--- src/hdl/ssq_pkg.sv ---
package ssq_pkg;

  localparam int unsigned QUEUE_DEPTH = 16;
  localparam int unsigned QIDX_W      = (QUEUE_DEPTH > 1) ? $clog2(QUEUE_DEPTH) : 1;
  localparam int unsigned CNT_W       = $clog2(QUEUE_DEPTH + 1);
  localparam int unsigned QCNT_W      = 5;

  typedef enum logic [1:0] {
    REQ_ENQUEUE  = 2'd0,
    REQ_START    = 2'd1,
    REQ_DEADLINE = 2'd2
  } req_e;

  typedef enum logic [1:0] {
    PH_IDLE = 2'd0,
    PH_RISE = 2'd1,
    PH_FALL = 2'd2
  } phase_e;

  typedef enum logic {
    CTL_IDLE,
    CTL_EXEC
  } ctl_e;

  typedef struct packed {
    logic [1:0]  req_type;
    logic [31:0] now;
    logic [31:0] seg_step_count;
    logic [31:0] seg_start_time;
    logic [31:0] seg_period;
    logic [31:0] seg_pulse_width;
    logic        seg_direction;
  } in_req_t;

  typedef struct packed {
    logic              accepted;
    logic              set_direction;
    logic              direction_out;
    logic              raise_step;
    logic              lower_step;
    logic              segment_done;
    logic              queue_empty;
    logic              due_valid;
    logic [31:0]       due_at;
    logic [31:0]       late_ticks;
    logic [QCNT_W-1:0] queued_count;
  } out_res_t;

  typedef struct packed {
    logic [31:0] count;
    logic [31:0] start;
    logic [31:0] period;
    logic [31:0] width;
    logic        dir;
  } seg_t;

  localparam int unsigned SEG_W = $bits(seg_t);

endpackage

--- src/hdl/ssq_seg_ram.sv ---
module ssq_seg_ram #(
  parameter int unsigned DataWidth = 8,
  parameter int unsigned Depth     = 16,
  parameter int unsigned AddrWidth = (Depth > 1) ? $clog2(Depth) : 1
) (
  input  logic                 clk_i,
  input  logic                 we_i,
  input  logic [AddrWidth-1:0] waddr_i,
  input  logic [DataWidth-1:0] wdata_i,
  input  logic                 re_i,
  input  logic [AddrWidth-1:0] raddr_i,
  output logic [DataWidth-1:0] rdata_o
);

  logic [DataWidth-1:0] mem_q [Depth];
  logic [DataWidth-1:0] rdata_q;

  always_ff @(posedge clk_i) begin
    if (we_i) begin
      mem_q[waddr_i] <= wdata_i;
    end
  end

  always_ff @(posedge clk_i) begin
    if (re_i) begin
      rdata_q <= mem_q[raddr_i];
    end
  end

  assign rdata_o = rdata_q;

endmodule

--- src/hdl/ssq_engine.sv ---
module ssq_engine (
  input  logic             clk_i,
  input  logic             rst_ni,
  input  logic             in_valid_i,
  output logic             in_ready_o,
  input  ssq_pkg::in_req_t in_req_i,
  output logic             res_valid_o,
  input  logic             res_ready_i,
  output ssq_pkg::out_res_t res_o
);
  import ssq_pkg::*;

  ctl_e ctl_q, ctl_d;
  in_req_t req_q;

  logic [QIDX_W-1:0] head_q, head_d;
  logic [CNT_W-1:0]  fill_q, fill_d;
  phase_e            phase_q, phase_d;
  logic [31:0]       width_q, width_d;
  logic [31:0]       gap_q, gap_d;
  logic [31:0]       steps_q, steps_d;
  logic [31:0]       deadline_q, deadline_d;
  logic              dir_q, dir_d;

  logic              accept;
  logic              commit;
  logic              ram_we;
  logic [QIDX_W-1:0] tail;
  logic [CNT_W:0]    tail_sum;
  seg_t              seg_wr;
  seg_t              seg_rd;
  logic [SEG_W-1:0]  seg_rd_raw;
  logic [31:0]       diff;
  logic              seg_ok;
  logic              do_load;
  logic              force_dir;
  out_res_t          res;

  assign accept = in_valid_i && in_ready_o;
  assign commit = (ctl_q == CTL_EXEC) && res_ready_i;

  assign seg_wr = '{
    count:  req_q.seg_step_count,
    start:  req_q.seg_start_time,
    period: req_q.seg_period,
    width:  req_q.seg_pulse_width,
    dir:    req_q.seg_direction
  };

  assign tail_sum = {{(CNT_W + 1 - QIDX_W){1'b0}}, head_q} + {1'b0, fill_q};
  assign tail = (tail_sum >= (CNT_W + 1)'(QUEUE_DEPTH))
              ? QIDX_W'(tail_sum - (CNT_W + 1)'(QUEUE_DEPTH))
              : QIDX_W'(tail_sum);

  ssq_seg_ram #(
    .DataWidth(SEG_W),
    .Depth    (QUEUE_DEPTH)
  ) u_ram (
    .clk_i  (clk_i),
    .we_i   (ram_we && commit),
    .waddr_i(tail),
    .wdata_i(seg_wr),
    .re_i   (accept),
    .raddr_i(head_q),
    .rdata_o(seg_rd_raw)
  );

  assign seg_rd = seg_t'(seg_rd_raw);

  assign seg_ok = (req_q.seg_step_count != '0) && (req_q.seg_period != '0)
               && (req_q.seg_pulse_width != '0)
               && (req_q.seg_pulse_width < req_q.seg_period);

  assign diff = req_q.now - ((req_e'(req_q.req_type) == REQ_START) ? seg_rd.start : deadline_q);

  always_comb begin
    ctl_d = ctl_q;
    case (ctl_q)
      CTL_IDLE: begin
        if (accept) begin
          ctl_d = CTL_EXEC;
        end
      end
      CTL_EXEC: begin
        if (res_ready_i) begin
          ctl_d = CTL_IDLE;
        end
      end
      default: ctl_d = CTL_IDLE;
    endcase
  end

  always_comb begin
    res        = '0;
    ram_we     = 1'b0;
    do_load    = 1'b0;
    force_dir  = 1'b0;
    head_d     = head_q;
    fill_d     = fill_q;
    phase_d    = phase_q;
    width_d    = width_q;
    gap_d      = gap_q;
    steps_d    = steps_q;
    deadline_d = deadline_q;
    dir_d      = dir_q;

    case (req_e'(req_q.req_type))
      REQ_ENQUEUE: begin
        if ((fill_q < CNT_W'(QUEUE_DEPTH)) && seg_ok) begin
          ram_we       = 1'b1;
          fill_d       = fill_q + CNT_W'(1);
          res.accepted = 1'b1;
        end
      end
      REQ_START: begin
        if (phase_q == PH_IDLE) begin
          do_load   = 1'b1;
          force_dir = 1'b1;
          if ((fill_q != '0) && !diff[31]) begin
            res.accepted   = 1'b1;
            res.late_ticks = diff;
          end else if (fill_q != '0) begin
            res.accepted = 1'b1;
          end
        end
      end
      REQ_DEADLINE: begin
        if (phase_q != PH_IDLE) begin
          if (diff[31]) begin
            res.due_at    = deadline_q;
            res.due_valid = 1'b1;
          end else begin
            res.accepted   = 1'b1;
            res.late_ticks = diff;
            if (phase_q == PH_RISE) begin
              res.raise_step = 1'b1;
              deadline_d     = deadline_q + width_q;
              phase_d        = PH_FALL;
              res.due_at     = deadline_d;
              res.due_valid  = 1'b1;
            end else begin
              res.lower_step = 1'b1;
              steps_d        = steps_q - 32'd1;
              if (steps_q == 32'd1) begin
                res.segment_done = 1'b1;
                do_load          = 1'b1;
              end else begin
                deadline_d    = deadline_q + gap_q;
                phase_d       = PH_RISE;
                res.due_at    = deadline_d;
                res.due_valid = 1'b1;
              end
            end
          end
        end
      end
      default: ;
    endcase

    if (do_load) begin
      if (fill_q == '0) begin
        phase_d         = PH_IDLE;
        res.queue_empty = 1'b1;
        res.due_valid   = 1'b0;
        res.due_at      = '0;
      end else begin
        head_d     = (head_q == QIDX_W'(QUEUE_DEPTH - 1)) ? '0 : head_q + QIDX_W'(1);
        fill_d     = fill_q - CNT_W'(1);
        steps_d    = seg_rd.count;
        deadline_d = seg_rd.start;
        width_d    = seg_rd.width;
        gap_d      = seg_rd.period - seg_rd.width;
        phase_d    = PH_RISE;
        if (force_dir || (dir_q != seg_rd.dir)) begin
          dir_d             = seg_rd.dir;
          res.set_direction = 1'b1;
          res.direction_out = seg_rd.dir;
        end
        res.due_at    = seg_rd.start;
        res.due_valid = 1'b1;
      end
    end

    res.queued_count = QCNT_W'(fill_d);
  end

  always_ff @(posedge clk_i or negedge rst_ni) begin
    if (!rst_ni) begin
      ctl_q      <= CTL_IDLE;
      head_q     <= '0;
      fill_q     <= '0;
      phase_q    <= PH_IDLE;
      width_q    <= '0;
      gap_q      <= '0;
      steps_q    <= '0;
      deadline_q <= '0;
      dir_q      <= 1'b0;
    end else begin
      ctl_q <= ctl_d;
      if (commit) begin
        head_q     <= head_d;
        fill_q     <= fill_d;
        phase_q    <= phase_d;
        width_q    <= width_d;
        gap_q      <= gap_d;
        steps_q    <= steps_d;
        deadline_q <= deadline_d;
        dir_q      <= dir_d;
      end
    end
  end

  always_ff @(posedge clk_i) begin
    if (accept) begin
      req_q <= in_req_i;
    end
  end

  assign in_ready_o  = (ctl_q == CTL_IDLE);
  assign res_valid_o = (ctl_q == CTL_EXEC);
  assign res_o       = res;

endmodule

--- src/hdl/step_pulse_segment_sequencer.sv ---
// Step/direction pulse sequencer with a ring queue of motion segments.
// Input channel (in_valid_i/in_ready_o, in_req_i): one request each, to
// enqueue a segment, start motion, or check the step deadline against now.
// Output channel (out_valid_o/out_ready_i, out_res_o): exactly one result
// per request, in request order.
// Order of events: an accepted request reads the head segment from the
// segment memory at its accept edge, is evaluated in the next cycle, and
// its result is written into the output register when that register is
// free; the receiver takes it from the output register.
// The engine takes no new request until its current result is registered:
// each request is a registered read of the segment memory followed by the read-modify-write cycle of the engine.
// The output register holds a result while the receiver stalls; the next
// request is still accepted and waits in its evaluate cycle until the
// output register drains.
// Reset clears the queue pointers, fill count and engine phase (idle);
// segment memory contents are not cleared and need no clearing pass.
module step_pulse_segment_sequencer (
  input  logic              clk_i,
  input  logic              rst_ni,
  input  logic              in_valid_i,
  output logic              in_ready_o,
  input  ssq_pkg::in_req_t  in_req_i,
  output logic              out_valid_o,
  input  logic              out_ready_i,
  output ssq_pkg::out_res_t out_res_o
);
  import ssq_pkg::*;

  logic     res_valid;
  logic     res_ready;
  out_res_t res;
  logic     out_valid_q, out_valid_d;
  out_res_t out_res_q;

  ssq_engine u_engine (
    .clk_i      (clk_i),
    .rst_ni     (rst_ni),
    .in_valid_i (in_valid_i),
    .in_ready_o (in_ready_o),
    .in_req_i   (in_req_i),
    .res_valid_o(res_valid),
    .res_ready_i(res_ready),
    .res_o      (res)
  );

  assign res_ready = !out_valid_q || out_ready_i;

  always_comb begin
    out_valid_d = out_valid_q;
    if (res_valid && res_ready) begin
      out_valid_d = 1'b1;
    end else if (out_ready_i) begin
      out_valid_d = 1'b0;
    end
  end

  always_ff @(posedge clk_i or negedge rst_ni) begin
    if (!rst_ni) begin
      out_valid_q <= 1'b0;
    end else begin
      out_valid_q <= out_valid_d;
    end
  end

  always_ff @(posedge clk_i) begin
    if (res_valid && res_ready) begin
      out_res_q <= res;
    end
  end

  assign out_valid_o = out_valid_q;
  assign out_res_o   = out_res_q;

endmodule

--- config.mk ---
export PLATFORM = sky130hd
export DESIGN_NAME = step_pulse_segment_sequencer
export DESIGN_NICKNAME = d
export VERILOG_FILES = /design/src/hdl/ssq_pkg.sv /design/src/hdl/ssq_seg_ram.sv /design/src/hdl/ssq_engine.sv /design/src/hdl/step_pulse_segment_sequencer.sv
export SDC_FILE = /design/constraint.sdc
export NUM_CORES = 2
export LEC_CHECK = 0
export ABC_AREA = 1
export BUFFER_PORTS_ARGS = -buffer_cell sky130_fd_sc_hd__buf_2
export CAP_MARGIN = 5
export CORE_ASPECT_RATIO = 1.25
export CORE_UTILIZATION = 55
export CTS_CLUSTER_SIZE = 30
export DETAILED_ROUTE_END_ITERATION = 10
export PLACE_DENSITY = 0.68
export SLEW_MARGIN = 5
export SYNTH_ARGS = -nofsm -noshare
export SYNTH_HDL_FRONTEND = slang
export SYNTH_SLANG_ARGS = --single-unit
--- constraint.sdc ---
create_clock -name clk_i -period 19.8 [get_ports clk_i]
set_clock_uncertainty 0.05 [all_clocks]
set_input_delay 1.98 -clock clk_i [delete_from_list [all_inputs] [get_ports clk_i]]
set_output_delay 1.98 -clock clk_i [all_outputs]
set_load 0.1 [all_outputs]
# Word-level counts from Yosys, hierarchy flattened
# Memory sizes are Yosys's and may differ from the RTL's. A register that Yosys moved wholly into a read port is not among the register bits.
# Cells that the tools add are included.
[op_classes]
add_sub_neg = 10
multipliers = 0
n_div = 0
magnitude_cmp = 3
eq_ne = 8
n_shift = 0
mux = 64
n_bitwise = 6
n_reduce_logical = 30
[op_table]
columns = ["operator", "n"]
rows = [
  ["32-bit two-way mux", 16],
  ["33-bit two-way mux", 6],
  ["32-bit nonzero test", 3],
  ["65-bit two-way mux", 1],
  ["32-bit adder", 2],
  ["32-bit case mux with 2 select lines", 1],
  ["32-bit subtractor", 2],
  ["32-bit by 1-bit equality test with 1-bit output, second input constant", 1],
  ["32-bit less-than comparator", 1],
  ["32-bit by 1-bit subtractor with 32-bit output, second input constant", 1],
  ["31-bit two-way mux", 1],
  ["1-bit two-way mux", 22],
  ["5-bit two-way mux", 4],
  ["2-bit two-way mux", 8],
  ["1-bit logical AND", 8],
  ["4-bit two-way mux", 2],
  ["2-bit nonzero test", 4],
  ["4-bit by 5-bit adder with 6-bit output", 1],
  ["6-bit by 5-bit greater-or-equal comparator with 1-bit output, second input constant", 1],
  ["1-bit NOT", 6],
  ["3-bit OR reduction", 2],
  ["5-bit by 1-bit adder with 5-bit output, second input constant", 1],
  ["5-bit zero test", 1],
  ["5-bit less-than comparator, second input constant", 1],
  ["other kinds (20)", 25],
]
[word_totals]
reg_bits = 382
latch_bits = 0
ramBits = 2064
romBits = 0
out_inout_bits = 79
n_memories = 1
[memory_table]
columns = ["name", "depth", "word_bits", "rd", "rd_clocked_by_memory_dff", "write_ports", "line", "source"]
rows = [
  ["u_engine.u_ram.mem_q", 16, 129, 1, 1, 1, "ssq_seg_ram.sv:15", "logic [DataWidth-1:0] mem_q [Depth];"],
]

# Logic depth before layout (Yosys ltp)
[depth]
ltp_word = 10
mapped_depth = 27

# Hierarchy
# From an unflattened synthesis, not the netlist that was laid out.
[hier_totals]
cells_unflattened = 11185
area_unflattened_um2 = 115189.2
[modules_own_cells]
columns = ["module", "n_inst", "cells_per_inst", "area_per_inst_um2"]
rows = [
  ["ssq_seg_ram", 1, 7846, 89597.2],
  ["ssq_engine", 1, 3256, 23234.8],
  ["step_pulse_segment_sequencer", 1, 83, 2357.3],
]

# Least setup slack after synthesis
# No wires, ideal clock.
[synth_path]
path_kind = "input-to-reg"
start = "input in_valid_i"
end = "register u_engine.req_q[0] (netlist bit), enable pin"
arrival_ps = 14273
path_slack_ps = 4516
cell_stages = 2
n_path_buf = 0
cell_sequence = "inv_1 > nor2_1"
[synth_between]
elab_chain_len = 1
[synth_lines]
columns = ["item", "line", "source"]
rows = [
  ["start, declared", "step_pulse_segment_sequencer.sv:20", "input logic in_valid_i,"],
  ["1-bit logical AND", "ssq_engine.sv:39", "assign accept = in_valid_i && in_ready_o;"],
  ["named net u_engine.accept", "ssq_engine.sv:25", "logic accept;"],
  ["end signal, assigned", "ssq_engine.sv:215", "req_q <= in_req_i;"],
  ["end, declared", "ssq_engine.sv:14", "in_req_t req_q;"],
]
# The timed path passes the listed nets, and every way through them passes these cells.
# A chain may end at the register's enable or synchronous reset.

# Final worst setup path
[layout_path]
start = "register u_engine.req_q[162] (netlist bit)"
end = "register u_engine.gap_q[19]"
[layout_between]
elab_chain_len = 7
elab_cells_between_ends = 8
classes_between = "1 x add/sub; 2 x eq/ne; 4 x mux; 1 x reduce/logical"
[layout_lines]
columns = ["item", "line", "source"]
rows = [
  ["2-bit by 1-bit equality test with 1-bit output", "ssq_engine.sv:74, ssq_engine.sv:107", ""],
  ["32-bit two-way mux", "ssq_engine.sv:74", "assign diff = req_q.now - ((req_e'(req_q.req_type) == REQ_START) ? seg_rd.start : deadline_q);"],
  ["32-bit subtractor", "ssq_engine.sv:74", ""],
  ["1-bit two-way mux", "ssq_engine.sv:129", "if (diff[31]) begin"],
  ["1-bit two-way mux", "ssq_engine.sv:128", "if (phase_q != PH_IDLE) begin"],
  ["1-bit case mux with 2 select lines (*)", "ssq_engine.sv:107", "case (req_e'(req_q.req_type))"],
  ["3-bit AND reduction (no line) (*)", "-", ""],
  ["end signal, assigned", "ssq_engine.sv:205", "gap_q <= gap_d;"],
  ["end, declared", "ssq_engine.sv:20", "logic [31:0] gap_q, gap_d;"],
]
# Mark *: on every way between the ends. The rest lies on a longest branch, timed or not.

==> results by stage <==
Die:
- The row count is 181.
- The floorplan die width is 398 um.
- Pin placement for this block handled 246 I/O pins.
- The die covers between 150000 and 200000 um^2.
- From bottom edge to top edge, the die measures 497 um.
- The total area inside the core boundary comes to between 150000 and 200000 um^2.
- For this configuration, the core starts out at a cell density of 0.553.

STA:
- Measured against its own limit, the worst slew margin works out to 0.106.
- The number of pins exceeding their max-slew limit in the final report is 0.
- The share of the clock period used by the worst path after layout is 0.348.
- The setup TNS is 0 ps.
- The highest clock frequency the design can meet is between 100 and 150 MHz.
- The final number of hold-violating endpoints is 0.
- The worst-margin pin slew is 1340 ps.
- Setup repair after global routing left no endpoint under its margin.
- On the final layout, the worst hold slack is 435 ps.
- Setup violations remaining at the end of the flow were counted as 0.
- The setup slack after layout is 12910 ps.
- Counting I/O delays and the setup requirement, the final critical path takes 6890 ps.

Run status:
- The run finished with clean final reports.

Yosys:
- After synthesis, the largest family of logic cells by area is simple AND/OR/NAND/NOR gates.
- The average instance area after synthesis is 12.0 um^2.
- The compound-cell area share of the yosys netlist is 0.0971.
- The number of synthesized flops with an enable pin is roughly 2400.
- The synthesized netlist contains 51 unique library cells.
- Of the total synthesized cell area, the portion taken by AND, OR, NAND and NOR gates is 0.131.
- Counting every net in the synthesized netlist gives 9300.
- The post-synthesis mux area share is 0.00232.
- The synthesized design contains 2575 register bits.
- Among all flip-flop cells after synthesis, the most frequent one is edfxtp_1.
- During synthesis, Yosys emitted a total of 0 warnings.
- Synthesis produced a netlist whose cell count is 8961.
- Of the synthesized area, sequential elements account for 0.712.
- The share of async-settable or async-resettable flops after synthesis is 0.0551.
- Of the total synthesized cell area, the portion taken by XOR and XNOR cells is 0.00748.
- The adder-cell share of the synthesized area is 0.0203.
- Summing every instance area after synthesis gives 108000 um^2.

Global route:
- The first global-routing pass estimated 477 mm of wire.
- The largest net degree at the start of global routing is 223.
- The via count of the first global-routing pass is around 70000.
- The number of antenna violations at the first check in global routing came to 21.
- The total grt overflow is 0.
- The total global routing track utilization is 0.333.

Clock network:
- The clock tree root driver cell is clkbuf_16.
- The clock latency on the worst-skew pair is 910 ps.
- The count of buffers added by post-CTS timing repair for setup is 0.
- After clock tree synthesis, the clock-pin slew on the worst setup and hold paths is 60 ps.
- After clock tree synthesis, the repair step resized 0 gates.
- Buffers inserted during clock tree synthesis total 233.
- The cts-stage hold buffer count is 0.
- The maximum number of buffers from clock root to sink is 3.
- The CTS tree is built.
- The H-tree generated during clock tree synthesis spans 4 levels.
- The CTS sink count is 2575.

Finish:
- Relative to the synthesized area, the layout overhead comes to 11.1%.
- The end-of-flow core utilization is 0.615.
- The final layout net count is 9432.
- The number of standard cells in the layout, taps in and fillers out is 11900.
- The share of final-layout standard cells stronger than drive strength 1 is 0.0847.
- After filler insertion, the fill cell instance count of the layout stands at 14900.

Worst setup path:
- For the worst setup path, the data required time is 20470 ps.
- The kind of end point of the critical path is a register.
- STA classifies the critical path startpoint as a register.
- Counting cells, the worst reg-to-reg path comes to 24.
- Along the worst path, the maximum fanout reaches ~100.
- The data arrival time of the worst path is 7560 ps.
- Walking the worst path, the cells encountered are inv_1, ha_2, inv_2, nand2_1, o21ai_0, ha_1, nand2_1, nor2_1, and3_1, nand2_1, nand2_2, nand2_1, nand2_1, nand2_1, nand2_2, buf_4, nand3_1, nand2_2, nand3_4, nor2_2, clkinv_2, buf_4, nand2_1, o21ai_1.
- The worst-path cell with the longest stage delay is ha_2.
- The kind of cell adding the most delay to the critical path is simple AND/OR/NAND/NOR gates.
- The worst register-to-register path begins at u_engine.req_q[162].
- Counting stages on the worst path, the most repeated cell is nand2_1.
- The end of the worst register-to-register path is u_engine.gap_q[19].
- The peak per-stage delay on the critical path is between 900 and 1000 ps.
- The start-to-end type of the worst setup path is reg -> reg.
- Counting both buffers and inverters, the worst setup path holds a total of 5.
- The slack of the worst reg-to-reg path is 12910 ps.

Route:
- In the routed design, unresolved DRC markers number 0.
- In the routed layout, each cell is associated on average with a via count of 6.26.
- The wire length after detailed routing is roughly 330 mm.
- Dividing the detail-routed wire length by the instance count gives 28.1 um.
- The count of TritonRoute iterations in the first routing pass is 6.
- The total via count in the routed design is 74400.
- The detailed router finished its first iteration with 8963 violations.
- The remaining antenna violation count after routing is 0.

Power and ir drop:
- For this design the static power due to leakage is 0.0430 uW.
- IR analysis of the VDD net gives a maximum drop of 134 uV.
- The power per cell area is 159 nW/um^2.

Placement:
- The placed wire-length estimate after detailed placement is 202 mm.
- The number of cells after detailed placement is 11400.
- At the end of routability-driven placement, the weighted congestion stood at 1.01.
- The count of buffers added on input and output ports is 245.
- The worst setup slack after placement is 12940 ps.

Hold path:
- The worst hold path passes through 2 cells.
- The worst hold path begins at u_engine.width_q[0].
- The worst hold path terminates at u_engine.width_q[0].
- The min-delay analysis places its worst path in the category reg -> reg.

Flow run:
- Across the run, the number of max-cap violations was 0.
-- worst max path at each step --
stage                     slack (ps)                    to           startpoint  cells after the start
after floorplan                 4520     u_engine.req_q[0]           in_valid_i                      2
after global routing           12330     u_engine.gap_q[6]  u_engine.req_q[162]                     24
after CTS                      12930  u_engine.width_q[27]  u_engine.req_q[162]                     24
final                          12910    u_engine.gap_q[19]  u_engine.req_q[162]                     24
after detailed placement       12940    u_engine.gap_q[19]  u_engine.req_q[162]                     24
after global placement         13150  u_engine.width_q[10]  u_engine.req_q[162]                     24
-- cells in the mapped netlist (20+ instances only) --
| cell | instances | area, um^2 |
|---|---|---|
| clkbuf_1 | 411 | 1540 |
| mux2i_1 | 25 | 250 |
| o221ai_1 | 110 | 963 |
| nor2_1 | 810 | 3040 |
| o22ai_1 | 156 | 976 |
| a221oi_1 | 150 | 1310 |
| a21oi_1 | 483 | 2420 |
| dfrtp_1 | 142 | 3550 |
| nand4_1 | 155 | 970 |
| o21ai_1 | 47 | 235 |
| edfxtp_1 | 2433 | 73100 |
| buf_1 | 27 | 101 |
| xor2_1 | 45 | 394 |
| xnor2_1 | 47 | 412 |
| nand3_1 | 426 | 2130 |
| nor4_1 | 30 | 188 |
| inv_1 | 367 | 1380 |
| o21ai_0 | 803 | 4020 |
| nand2_1 | 1920 | 7210 |
| nand3b_1 | 20 | 150 |
| nor3_1 | 30 | 150 |
| buf_2 | 26 | 130 |
| ha_1 | 167 | 2090 |
-- cells in the final DEF, fill, tap and decap left out, types with 10 or more instances in the layout --
cell / n
o21ai_1: 47
clkbuf_16: 234
nor2_4: 18
xnor2_1: 47
nor4_1: 30
bufinv_16: 31
buf_2: 244
clkbuf_1: 42
o21ai_2: 10
inv_1: 366
nand3_1: 426
or2_0: 16
edfxtp_1: 2433
o221ai_1: 110
clkinv_2: 41
clkbuf_8: 10
xor2_1: 45
nand3b_1: 20
o21ai_0: 803
nor3_1: 30
buf_12: 11
clkinv_1: 47
clkinvlp_4: 16
a21oi_1: 483
o22ai_1: 156
buf_4: 112
mux2i_1: 25
nand2_1: 1918
o211ai_1: 11
dfrtp_1: 138
o21bai_1: 18
inv_6: 10
ha_1: 166
nand4_1: 155
nor2_1: 790
a221oi_1: 150
-- per-stage QoR --
stage	total power (uW)	cell area, um^2
3_3_place_gp	14300	112000
2_1_floorplan	11600	108000
4_1_cts	18900	120000
6_report	19000	120000
5_1_grt	19800	120000
3_5_place_dp	14300	112000
-- power by group --
part / internal [uW] / leakage, uW / switching (uW)
Clock: 2630 / 0.00387 / 2040
Combinational: 1730 / 0.0152 / 5220
Sequential: 6740 / 0.0239 / 652
Total: 11100 / 0.0430 / 7910
-- worst reg2reg max path: cells and delay by family (launching register included) --
| kind | cells | cell delay [ps] |
|---|---|---|
| simple gates | 15 | 2950 |
| fa+ha+maj | 2 | 1300 |
| flops | 1 | 430 |
| compound gates | 2 | 190 |
| buf+inv | 5 | 1830 |
-- sequential cells by signal (all words and copies together), names as in the netlist, 5 cells and up --
register and cells:
u_engine.req_q 163, u_engine.width_q 32, out_res_o 77, u_engine.gap_q 32
u_engine.u_ram.mem_q 2064, u_engine.fill_q 5, u_engine.deadline_q 32, u_engine.u_ram.rdata_o 129
u_engine.steps_q 32
-- cell type report --
class                   count  area (um^2)  share of cell area
multi-input cells        5538        28000               0.234
diodes                      9         22.5            0.000188
repair buffers            368         2290              0.0192
well taps                2562         3210              0.0268
inverters                 377         1450              0.0122
flip-flops and latches   2575        76600               0.641
clock inverters           159         1870              0.0156
clock buffers             286         6150              0.0514
-- routing by layer --
metal | global-route usage | up-vias | wire length (um)
met3 | 0.0513 | 626 | 30800
met4 | 0.140 | 6 | 13900
met1 | 0.462 | 36800 | 133000
met5 | 0 | - | 41
li1 | - | 32700 | -
met2 | 0.529 | 4267 | 157000
-- cells by family (layout without fill, tap and decap cells) --
logic type | Yosys count | count (layout)
other | 1 | 10
multiplexers | 25 | 25
flip-flops | 2575 | 2575
XOR/XNOR | 92 | 92
AO/OA/AOI/OAI | 1819 | 1819
buffers and inverters | 848 | 1190
AND/OR/NAND/NOR | 3429 | 3429
adder cells (fa/ha/maj) | 172 | 172
(Power assumes the default switching activity.)
